**config.mk**
```make
export PLATFORM = sky130hd
export DESIGN_NAME = double_ended_queue
export DESIGN_NICKNAME = d
export VERILOG_FILES = /design/src/hw/rtl/dq_pkg.sv /design/src/hw/rtl/dq_ram.sv /design/src/hw/rtl/double_ended_queue.sv
export SDC_FILE = /design/constraint.sdc
export NUM_CORES = 1
export LEC_CHECK = 0
export ABC_AREA = 0
export BUFFER_PORTS_ARGS = -buffer_cell sky130_fd_sc_hd__buf_2
export CORE_MARGIN = 4
export CORE_UTILIZATION = 40
export DETAILED_ROUTE_END_ITERATION = 12
export PLACE_DENSITY = 0.56
export SYNTH_ARGS = -nofsm -noshare
export SYNTH_HDL_FRONTEND = slang
export SYNTH_HIERARCHICAL = 1
export SYNTH_SLANG_ARGS = --single-unit
```
**constraint.sdc**
```tcl
create_clock -name clk -period 8.4 [get_ports clk]
set_input_delay 1.26 -clock clk [delete_from_list [all_inputs] [get_ports clk]]
set_output_delay 1.26 -clock clk [all_outputs]
set_load 0.1 [all_outputs]
```
**src/hw/rtl/dq_pkg.sv**
```systemverilog
// Package for the double-ended queue.
// Holds the request and response beat types, function and status codes, and defaults.
// Used by double_ended_queue under hw/rtl and by its testbench.
package dq_pkg;

	localparam int DEPTH_DEFAULT = 16;
	localparam int WORD_W = 32;
	localparam int COUNT_W = 5;

	typedef enum logic [1:0] {
		FUNC_PUSH_FRONT = 2'd0,
		FUNC_PUSH_BACK = 2'd1,
		FUNC_POP_FRONT = 2'd2,
		FUNC_POP_BACK = 2'd3
	} func_t;

	typedef enum logic [1:0] {
		ST_DONE = 2'd0,
		ST_FULL = 2'd1,
		ST_EMPTY = 2'd2
	} status_t;

	typedef struct packed {
		func_t func;
		logic signed [WORD_W-1:0] value;
	} req_t;

	typedef struct packed {
		status_t status;
		logic signed [WORD_W-1:0] removed_value;
		logic [COUNT_W-1:0] entry_count;
	} rsp_t;

endpackage

```
**src/hw/rtl/dq_ram.sv**
```systemverilog
// Generic single-port-write, single-port-read RAM with a registered read.
// The read data register only updates when a read is enabled.
// No package dependencies.
module dq_ram #(
	parameter int WIDTH = 32,
	parameter int DEPTH = 16
) (
	input logic clk,
	input logic we,
	input logic [$clog2(DEPTH)-1:0] waddr,
	input logic [WIDTH-1:0] wdata,
	input logic re,
	input logic [$clog2(DEPTH)-1:0] raddr,
	output logic [WIDTH-1:0] rdata
);

	logic [WIDTH-1:0] mem [DEPTH];

	always_ff @(posedge clk) begin
		if (we) begin
			mem[waddr] <= wdata;
		end
		if (re) begin
			rdata <= mem[raddr];
		end
	end

endmodule

```
**src/hw/rtl/double_ended_queue.sv**
```systemverilog
// Bounded double-ended queue of signed 32-bit words held as a ring buffer in one
// synchronous RAM of DEPTH words. Each request beat pushes at the front or back or pops
// from the front or back, and yields exactly one response beat with a status (done, full,
// empty), the popped word (zero otherwise) and the entry count after the request,
// truncated to five bits. A request is accepted every cycle while the response side
// keeps up; the response passes through stage 1, which holds the registered RAM read,
// and then the response register. The front index and the count live in registers and are
// updated at acceptance, so a pop right after a push of the same slot reads the new word.
// Depends on dq_pkg and dq_ram.
module double_ended_queue #(
	parameter int DEPTH = dq_pkg::DEPTH_DEFAULT
) (
	input logic clk,
	input logic arst_n,
	input logic req_valid,
	output logic req_stall,
	input dq_pkg::req_t req,
	output logic rsp_valid,
	input logic rsp_stall,
	output dq_pkg::rsp_t rsp
);

	import dq_pkg::*;

	localparam int AW = $clog2(DEPTH);
	localparam int CW = $clog2(DEPTH + 1);
	localparam int SW = AW + 1;

	logic [AW-1:0] front_q;
	logic [CW-1:0] occ_q;

	logic req_acc;
	logic is_pop;
	logic is_full;
	logic is_empty;
	status_t status;
	logic [AW-1:0] front_dec;
	logic [AW-1:0] front_inc;
	logic [SW-1:0] back_sum;
	logic [SW-1:0] back_last_sum;
	logic [AW-1:0] back_slot;
	logic [AW-1:0] back_last;
	logic [AW-1:0] front_nxt;
	logic [CW-1:0] occ_nxt;
	logic ram_we;
	logic [AW-1:0] ram_waddr;
	logic ram_re;
	logic [AW-1:0] ram_raddr;
	logic [WORD_W-1:0] ram_rdata;

	logic valid_s1;
	logic pop_s1;
	status_t status_s1;
	logic [COUNT_W-1:0] count_s1;
	logic move_s1;

	logic rsp_valid_q;
	rsp_t rsp_q;

	// The RAM read data holds while no new read is issued, so a stalled stage 1 keeps it.
	assign move_s1 = valid_s1 && (!rsp_valid_q || !rsp_stall);
	assign req_stall = valid_s1 && !move_s1;
	assign req_acc = req_valid && !req_stall;

	assign is_pop = (req.func == FUNC_POP_FRONT) || (req.func == FUNC_POP_BACK);
	assign is_full = (occ_q == CW'(DEPTH));
	assign is_empty = (occ_q == '0);

	assign front_dec = (front_q == '0) ? AW'(DEPTH - 1) : front_q - AW'(1);
	assign front_inc = (front_q == AW'(DEPTH - 1)) ? '0 : front_q + AW'(1);
	assign back_sum = {1'b0, front_q} + SW'(occ_q);
	assign back_last_sum = back_sum - SW'(1);
	assign back_slot = (back_sum >= SW'(DEPTH)) ? AW'(back_sum - SW'(DEPTH)) : AW'(back_sum);
	assign back_last = (back_last_sum >= SW'(DEPTH)) ?
		AW'(back_last_sum - SW'(DEPTH)) : AW'(back_last_sum);

	always_comb begin
		status = ST_DONE;
		front_nxt = front_q;
		occ_nxt = occ_q;
		ram_we = 1'b0;
		ram_waddr = back_slot;
		ram_re = 1'b0;
		ram_raddr = front_q;
		case (req.func)
			FUNC_PUSH_FRONT: begin
				if (is_full) begin
					status = ST_FULL;
				end else begin
					front_nxt = front_dec;
					occ_nxt = occ_q + CW'(1);
					ram_we = req_acc;
					ram_waddr = front_dec;
				end
			end
			FUNC_PUSH_BACK: begin
				if (is_full) begin
					status = ST_FULL;
				end else begin
					occ_nxt = occ_q + CW'(1);
					ram_we = req_acc;
					ram_waddr = back_slot;
				end
			end
			FUNC_POP_FRONT: begin
				if (is_empty) begin
					status = ST_EMPTY;
				end else begin
					front_nxt = front_inc;
					occ_nxt = occ_q - CW'(1);
					ram_re = req_acc;
					ram_raddr = front_q;
				end
			end
			FUNC_POP_BACK: begin
				if (is_empty) begin
					status = ST_EMPTY;
				end else begin
					occ_nxt = occ_q - CW'(1);
					ram_re = req_acc;
					ram_raddr = back_last;
				end
			end
			default: begin
				status = ST_DONE;
			end
		endcase
	end

	dq_ram #(
		.WIDTH(WORD_W),
		.DEPTH(DEPTH)
	) u_store (
		.clk(clk),
		.we(ram_we),
		.waddr(ram_waddr),
		.wdata(req.value),
		.re(ram_re),
		.raddr(ram_raddr),
		.rdata(ram_rdata)
	);

	always_ff @(posedge clk or negedge arst_n) begin
		if (!arst_n) begin
			front_q <= '0;
			occ_q <= '0;
			valid_s1 <= 1'b0;
			rsp_valid_q <= 1'b0;
		end else begin
			if (req_acc) begin
				front_q <= front_nxt;
				occ_q <= occ_nxt;
			end
			if (req_acc) begin
				valid_s1 <= 1'b1;
			end else if (move_s1) begin
				valid_s1 <= 1'b0;
			end
			if (move_s1) begin
				rsp_valid_q <= 1'b1;
			end else if (!rsp_stall) begin
				rsp_valid_q <= 1'b0;
			end
		end
	end

	always_ff @(posedge clk) begin
		if (req_acc) begin
			pop_s1 <= is_pop;
			status_s1 <= status;
			count_s1 <= COUNT_W'(occ_nxt);
		end
		if (move_s1) begin
			rsp_q.status <= status_s1;
			rsp_q.removed_value <= (pop_s1 && (status_s1 == ST_DONE)) ? ram_rdata : '0;
			rsp_q.entry_count <= count_s1;
		end
	end

	assign rsp_valid = rsp_valid_q;
	assign rsp = rsp_q;

endmodule

```
## Word-level counts from Yosys, hierarchy flattened

Memories as Yosys holds them, arrays and structs flattened. A register that Yosys moved wholly into a read port is not among the register bits.
Cells that the tools add are included.

| word-level totals | value |
|---|---|
| output and inout bits | 41 |
| register bits after elaboration | 58 |
| memories kept | 1 |
| memory bits (writable) | 512 |

Memories:

| name | depth | width | rd ports | clocked after Yosys merged registers in | wr ports | line | text |
|---|---|---|---|---|---|---|---|
| u_store.mem | 16 | 32 | 1 | 1 | 1 | dq_ram.sv:17 | `logic [WIDTH-1:0] mem [DEPTH];` |

| operators by class | value |
|---|---|
| order comparisons | 2 |
| reduce and logical (&&, ||, !) cells | 19 |
| muxes and demuxes | 27 |
| add/subtract/negate cells | 8 |
| equality and inequality tests | 8 |

Operators with widths:

| kind | number |
|---|---|
| 4-bit two-way mux | 10 |
| 4-bit by 1-bit subtractor with 4-bit output (second input constant) | 3 |
| 1-bit two-way mux | 11 |
| 5-bit greater-or-equal comparator (second input constant) | 2 |
| 5-bit two-way mux | 2 |
| 5-bit case mux with 2 select lines | 1 |
| 5-bit by 1-bit subtractor with 5-bit output (second input constant) | 2 |
| 4-bit case mux with 2 select lines | 1 |
| 4-bit by 5-bit adder with 5-bit output | 1 |
| 5-bit by 1-bit adder with 5-bit output (second input constant) | 1 |
| 5-bit == test (second input constant) | 1 |
| 5-bit zero test | 1 |
| 4-bit by 1-bit adder with 4-bit output (second input constant) | 1 |
| 2-bit == test (second input constant) | 2 |
| 4-bit == test (second input constant) | 1 |
| 1-bit logical AND | 4 |
| 1-bit zero test | 4 |
| 2-bit zero test | 2 |
| 4-bit zero test | 1 |
| 2-bit inequality test (second input constant) | 2 |
| 2-bit case mux with 2 select lines | 1 |
| 4-bit AND reduction | 1 |
| 2-bit nonzero test | 2 |
| 2-bit OR reduction | 2 |
| other kinds (4) | 5 |

## Depth between registers and ports, before layout

Gate-level depths: netlist of the first run.

| logic depth | value |
|---|---|
| depth after elaboration | 11 |
| mapped depth | 13 |
| mapped depth without buffers | 11 |

## By module

The synthesis of the first run kept the hierarchy.

Modules (own cells, without submodules):

| module | area an instance (um^2) | cells each | seq. area each (um^2) | times used |
|---|---|---|---|---|
| dq_ram | 20,155.6 | 838 | 16,335.7 | 1 |
| double_ended_queue | 2,758.9 | 222 | 1,686.6 | 1 |

## Worst setup path after synthesis of the first run

OpenSTA, ideal clock, no wires.

| timing | value |
|---|---|
| path type | in2reg |
| from | input req[33] (netlist name) |
| to | memory u_store.mem[0][0], enable pin |
| stages | 5 |
| slack | 3.238 ns |
| data required time | 7.939 ns |
| arrival | 4.701 ns |
| library setup time | 0.461 ns |
| path through | buf_2 nor3_2 o21ai_0 or3b_2 nor3_1 |

RTL lines:

| item | line | text |
|---|---|---|
| from (decl) | double_ended_queue.sv:17 | `input dq_pkg::req_t req,` |
| 2-bit zero test | double_ended_queue.sv:85 | `case (req.func)` |
| 4-bit two-way mux | n/a |  |
| via ram_waddr[2] | double_ended_queue.sv:46 | `logic [AW-1:0] ram_waddr;` |
| to (decl) | dq_ram.sv:17 |  |

The timed path passes the listed nets, and every way through them passes these cells.

## Final worst setup path of the first run

| timing | value |
|---|---|
| from | register occ_q[1] |
| to | memory u_store.mem[5][8], enable pin |

| between the ends | value |
|---|---|
| cells in the longest elaborated chain, start to end | 5 |

RTL lines:

| item | line | text |
|---|---|---|
| from (decl) | double_ended_queue.sv:30 | `logic [CW-1:0] occ_q;` |
| from (signal assigned) | double_ended_queue.sv:152 | `occ_q <= occ_nxt;` |
| 4-bit by 5-bit adder with 5-bit output | double_ended_queue.sv:71 | `assign back_sum = {1'b0, front_q} + SW'(occ_q);` |
| 5-bit greater-or-equal comparator | double_ended_queue.sv:73 | `assign back_slot = (back_sum >= SW'(DEPTH)) ? AW'(back_sum - SW'(DEPTH)) : AW'(back_sum);` |
| 4-bit two-way mux | double_ended_queue.sv:73 |  |
| 4-bit two-way mux | double_ended_queue.sv:87 | `if (is_full) begin` |
| 4-bit two-way mux (*) | n/a |  |
| via ram_waddr[0] | double_ended_queue.sv:46 |  |

Mark *: on every way through the listed nets, which the timed path passes. The rest lies on a longest branch.

==> impl_metrics.toml, run 1 <==
[outcome]
status = "finished clean"

[critical_path]
crit_family = "simple AND/OR/NAND/NOR gates"
max_stage_delay_ps = 810
r2r_start = "occ_q[1]"
worstPathMaxFanout = 18
worstPathCellList = "inv_1 > ha_1 > nand2_1 > nor3_1 > nor3_2 > o21ai_0 > nand2b_1 > nor2_4 > buf_4"
path_buf_inv = 2
crit_required_ps = 8670
timing.rr.end = "u_store/mem[5][8]"
crit_cells = 9
crit_start = "occ_q[1]"
cp-end-kind = "flop"
r2r.worst_path.cells = 9
path_class = "reg2reg"
critical_path_arrival_ps = 4610
start_kind = "flop"
crit_end = "u_store/mem[5][8]"
ff2ff_setup_slack_ps = 4060
crit_slowest_cell = "o21ai_0"

[clock_tree]
cts_max_level = 2
clk_pin_slew_ps = 60
holdBufCountCts = 0
post-cts-setup-buffers = 0
cts_tree = "built"
clk_path_buf_depth = 3
ctsResizeCount = 0
root_buffer = "clkbuf_16"
clock-sinks = 602
cts_made_buffers = 60
clk-insertion-delay-late_ps = 630

[place]
port_buffers = 78
dpl_cell_area_sq_mm = 0.0244
dp_hpwl_um = 25400
globalplace.congestion = 0.726
place_ws_ps = 3870

[floorplan]
fp.dieW_um = 247
io-pin-count = 79
rows = 87
dieArea_sq_mm = 0.0612
start_util_pct = 40.5
fp.dieH_um = 247
core_sq_mm = 0.0566

[synth]
yosysWarnings = 6
synth_top_family_by_area = "multiplexers"
synth.avg_cell_area_sq_um = 21.6
yosysSeqAreaShare_pct = 78.7
synth_area_leaders = "edfxtp_1, mux4_2, a22oi_1"
synth_simple_gate_area_share_pct = 3.15
synth-adder-area-share_pct = 0.524
synth_xor_area_share_pct = 0.453
synth_nets = 1107
synth_compound_area_share_pct = 3.01
synth_seq_cells = 602
synthesis.area_sq_mm = 0.0229
synthMuxAreaShare_pct = 13.0
yosysUniqueCellTypes = 45
synthArstFlopShare_pct = 1.83
synthCells = 1060
synthDominantCellAreaShare_pct = 77.4
synth_area_leader_cell = "edfxtp_1"
ys.flop_type = "edfxtp_1"
synth-edff-count = 591

[cells_and_area]
nNetsFinal = 1219
drive_gt1_share_pct = 27.9
final_area_sq_mm = 0.0263
syn2layout_area_growth_pct = 14.7
fillers = 4760

[sta]
setup_tns_ps = 0
period_minus_slack_ps = 4340
worst_pin_slew_ps = 1300
finalHoldViolCount = 0
rsz0062_at_grt = "false"
max_clock_freq_mhz = 230
period_share_pct = 51.7
drv_slew = 0
max_slew_margin_pct = 12.9
setup_viol = 0
fin_ws_ps = 4060
skew_ps = 30.1

[global_route]
grt_pass1_wl_um = 72900
grt_overflow = 0
grt_pass1_vias = 11184
grt_max_degree = 129
antenna_found_initial = 3
track_usage_pct = 16.1

[run]
maxCapViolCount = 0

[power_and_ir_drop]
p_leak_nw = 8.41
ir_drop_uv = 339
power_density_mw_per_mm2 = 361
finalPower_mw = 9.49

[detailed_routing]
viasPerCell = 5.32
drt-total-wl_um = 48100
dr.pass1.iters = 5
drtAntennaViolNets = 0
drc_errors = 0
avgRoutedWirePerCell_um = 24.3
num_vias = 10532
drt_iter0_drc = 764

[min_path]
hp-class = "reg2reg"
min_from = "count_s1[0]"
worst register-to-register path, stage by stage (launching register included):
cell and delay [ps]:
dfrtp_1 460, inv_1 170, ha_1 280, nand2_1 110
nor3_1 380, nor3_2 160, o21ai_0 810, nand2b_1 460
nor2_4 680, buf_4 470
cell families (layout without fill, tap and decap cells):
family          Yosys count  after routing
other cells               0              2
xor+xnor                 11             11
buf+inv                  62            223
compound gates          100            100
mux                     136            136
simple gates            140            140
fa+ha+maj                 9              9
flops                   602            602
cell usage in the layout (no fill, tap or decap), drive strengths merged, types with 2 or more instances in the layout:
master	Yosys	final
edfxtp	591	591
mux4	128	128
buf	29	103
clkbuf	24	81
a22oi	64	64
nand2	50	50
and2	34	34
clkinv	1	23
nor2	20	20
o21ai	14	14
dfrtp	11	11
inv	8	11
ha	8	8
nor3	8	8
a21oi	7	7
xor2	6	6
nand3	6	6
nand2b	5	5
a31oi	5	5
nand3b	5	5
xnor2	5	5
nor2b	5	5
mux2i	4	4
bufinv	0	4
mux2	4	4
a21o	3	3
diode	0	2
o22ai	2	2
nor3b	2	2
synth_stat cells, types with 5 or more instances:
cell type,instances
a21oi_1,7
a22oi_1,64
a31oi_1,5
and2_1,34
buf_1,11
buf_2,8
buf_4,9
clkbuf_1,24
dfrtp_1,11
edfxtp_1,591
ha_1,8
inv_1,8
mux4_2,128
nand2_1,50
nand2b_1,5
nand3_1,5
nand3b_1,5
nor2_1,20
nor2b_1,5
nor3_1,7
o21ai_0,14
xor2_1,6
how the worst min path moves through the flow:
stage	cells after the start	slack, ps	end
after floorplan	0	400	rsp[0]
after global routing	0	430	rsp[0]
after global placement	0	410	rsp[4]
after detailed placement	0	410	rsp[0]
final	0	420	rsp[0]
after CTS	0	420	rsp[4]
layout make-up:
type	count	area (sq um)	share of cell area (%)
repair buffers	103	603	2.30
flip-flops and latches	602	18000	68.6
well taps	756	946	3.60
inverters	9	33.8	0.129
diodes	2	5.00	0.0190
clock inverters	30	297	1.13
multi-input cells	396	4790	18.2
clock buffers	81	1580	6.01
layer usage:
metal  wire length [um]  vias up  GRT usage, %
met5                 21        -             0
li1                   -     4627             -
met4               1000        4          4.21
met2              23500      228          26.1
met1              21300     5589          22.6
met3               2310       84          3.01
metrics by stage:
stage / utilization (%) / cells / hold slack [ps]
after floorplan: - / 1060 / 400
after global placement: 43.1 / 1866 / 406
after detailed placement: 43.1 / 1866 / 407
after CTS: 46.4 / 1977 / 421
after global routing: 46.4 / 1977 / 434
final: 46.4 / 1979 / 420
report_power, final:
| part | internal [mW] | leakage [nW] | switching (mW) |
|---|---|---|---|
| registers | 3.75 | 5.51 | 0.120 |
| clock network | 1.45 | 0.907 | 1.11 |
| logic | 1.23 | 1.99 | 1.84 |
registers in the layout, indices dropped and copies added (netlist names):
name           cells
valid_s1           1
front_q            4
rsp               39
status_s1          2
occ_q              5
u_store/mem      512
pop_s1             1
rsp_valid          1
u_store/rdata     32
count_s1           5
Power figures use the tool's default switching activity.
==> run 2: changes to the inputs <==
- PLACE_DENSITY: 0.56 -> 0.59
- clock period: 8.4 -> 3.9 ns (I/O delays scaled with it)
==> run 2 against run 1 <==
Against the previous run: clock skew down 14 ps; sequential share of layout area decreased by 0.95 points; first-iteration DRC count is 7.5% higher; via count rose by 2.5%; critical path depth is the same; clock power up 110%; power is 120% higher; register-to-register slack worse by 3600 ps; largest power group unchanged; final cell count up 1.2%.
==> impl_metrics.toml, run 2 (same netlist as run 1, synthesis figures left out) <==
[place]
place_ws_ps = 459
port_buffers = 78
dpl.cell_count = 1894
dp_hpwl_um = 26800
globalplace.congestion = 0.726

[sta]
rsz0062_at_grt = "false"
period_minus_slack_ps = 3450
worst_pin_slew_ps = 1150
setup_tns_ps = 0
max_clock_freq_mhz = 290
finalHoldViolCount = 0
max_slew_margin_pct = 23.6
period_share_pct = 88.5
fin_ws_ps = 448
drv_slew = 0
skew_ps = 16.2
setup_viol = 0

[floorplan]
dieArea_sq_mm = 0.0612
io-pin-count = 79
fp.dieW_um = 247
fp.dieH_um = 247
start_util_pct = 40.5
core_sq_mm = 0.0566
rows = 87

[global_route]
track_usage_pct = 16.5
grt_pass1_vias = 11273
grt_max_degree = 47
antenna_found_initial = 3
grt_pass1_wl_um = 74100
grt_overflow = 0

[cells_and_area]
regMostFlops = "u_store/mem"
stdcell_count = 2003
syn2layout_area_growth_pct = 16.3
drive_gt1_share_pct = 30.5
mostFrequentLayoutCell = "edfxtp_1"
fillers = 4685
largest_reg_flops = 512
nNetsFinal = 1246
final_cell_mix = "edfxtp_1, mux4_2, buf_2"

[power_and_ir_drop]
power.switching_mw = 6.64
p_leak_nw = 8.60
p_comb_share_pct = 33.5
power_density_mw_per_mm2 = 777
p_sw_share_pct = 32.0
pwr-share-clk_pct = 26.2
ir_drop_uv = 562
finalPower_mw = 20.7
pwr-share-seq_pct = 40.2
intPower_mw = 14.1

[detailed_routing]
drc_errors = 0
drt_iter0_drc = 821
drt-total-wl_um = 49300
drtAntennaViolNets = 0
num_vias = 10797
dr.pass1.iters = 5
viasPerCell = 5.39
avgRoutedWirePerCell_um = 24.6

[min_path]
whs_endpoint = "valid_s1"
holdPathStages = 2
hp-class = "in2reg"
min_from = "req_valid"

[clock_tree]
clk_path_buf_depth = 3
clock-sinks = 602
clk-insertion-delay-late_ps = 620
cts_tree = "built"
root_buffer = "clkbuf_16"
cts_max_level = 2
cts_made_buffers = 58
clk_pin_slew_ps = 60
ctsResizeCount = 0

[critical_path]
start_kind = "flop"
max_stage_delay_ps = 520
path_buf_inv = 2
worstPathCellList = "inv_1 > ha_1 > nand2_1 > nor3_1 > nor3_2 > o21ai_1 > nand2b_1 > nor2_4 > buf_4"
r2r.worst_path.cells = 9
cp-end-kind = "flop"
timing.rr.end = "u_store/mem[1][27]"
r2r_start = "occ_q[1]"
crit_required_ps = 4210
worstPathMaxFanout = 9
critical_path_arrival_ps = 3760
ff2ff_setup_slack_ps = 450
crit_family = "simple AND/OR/NAND/NOR gates"
crit_slowest_cell = "nor2_4"
path_class = "reg2reg"

[outcome]
status = "finished clean"

[run]
maxCapViolCount = 0
## run 2: changes by cell type in the layout (fill, tap and decap cells not counted), sizes merged
| cell | previous run | this run |
|---|---|---|
| buf | 103 | 131 |
| clkbuf | 81 | 70 |
| clkinv | 23 | 30 |
| clkinvlp | 1 | 4 |
| inv | 11 | 8 |
| diode | 2 | 1 |
| dlygate4sd3 | 0 | 1 |
## run 2: worst max-delay path by stage
| stage | start | to | slack (ps) | depth (start not counted) |
|---|---|---|---|---|
| 3_5_place_dp | front_q[0] | u_store/rdata[19] | 460 | 11 |
| 3_3_place_gp | occ_q[1] | u_store/mem[1][17] | 490 | 10 |
| 2_1_floorplan | occ_q[1] | u_store/mem[15][0] | -10 | 8 |
| 4_1_cts | front_q[0] | u_store/rdata[19] | 460 | 11 |
| 6_report | occ_q[1] | u_store/mem[1][27] | 450 | 9 |
| 5_1_grt | front_q[0] | u_store/rdata[8] | 180 | 11 |
## run 2: area by class of cell
cell class                      count  area, sq um  area share (%)
Timing Repair Buffer              132          973            3.65
Clock buffer                       70         1540            5.78
Sequential cell                   602        18000            67.6
Tap cell                          756          946            3.55
Multi-Input combinational cell    396         4810            18.1
Inverter                            9         33.8           0.127
Antenna cell                        1         2.50         0.00939
Clock inverter                     37          315            1.18
## run 2: repair_timing
item,4_1_cts,5_1_grt
setup buffers,0,0
hold endpoints to repair,11,0
hold buffers,1,0
setup endpoints to repair,0,0
## run 2: through the flow
step | hold slack, ps | utilization (%) | instance area (sq um)
CTS | 143 | 47.1 | 26600
finish | 180 | 47.1 | 26600
floorplan | 289 | - | 22900
global route | 162 | 47.1 | 26600
global placement | 404 | 43.8 | 24800
detailed placement | 417 | 43.8 | 24800
## run 2: per-layer routing
metal | share of wire, % | routed length (um) | global-route usage (%) | up-vias
met5 | 0.055 | 27 | 0 | -
met4 | 1.8 | 912 | 4.41 | 4
met3 | 5.2 | 2580 | 2.93 | 72
met2 | 50 | 24500 | 27.5 | 251
met1 | 43 | 21200 | 22.5 | 5792
li1 | - | - | - | 4678
## run 2: power by group through the flow
stage	clock [mW]	combinational, mW	sequential (mW)
after floorplan	0	4.51	8.70
after global placement	0	6.98	8.45
after detailed placement	0	7.03	8.47
after CTS	5.60	7.05	8.34
after global routing	5.88	7.48	8.39
final	5.43	6.94	8.33
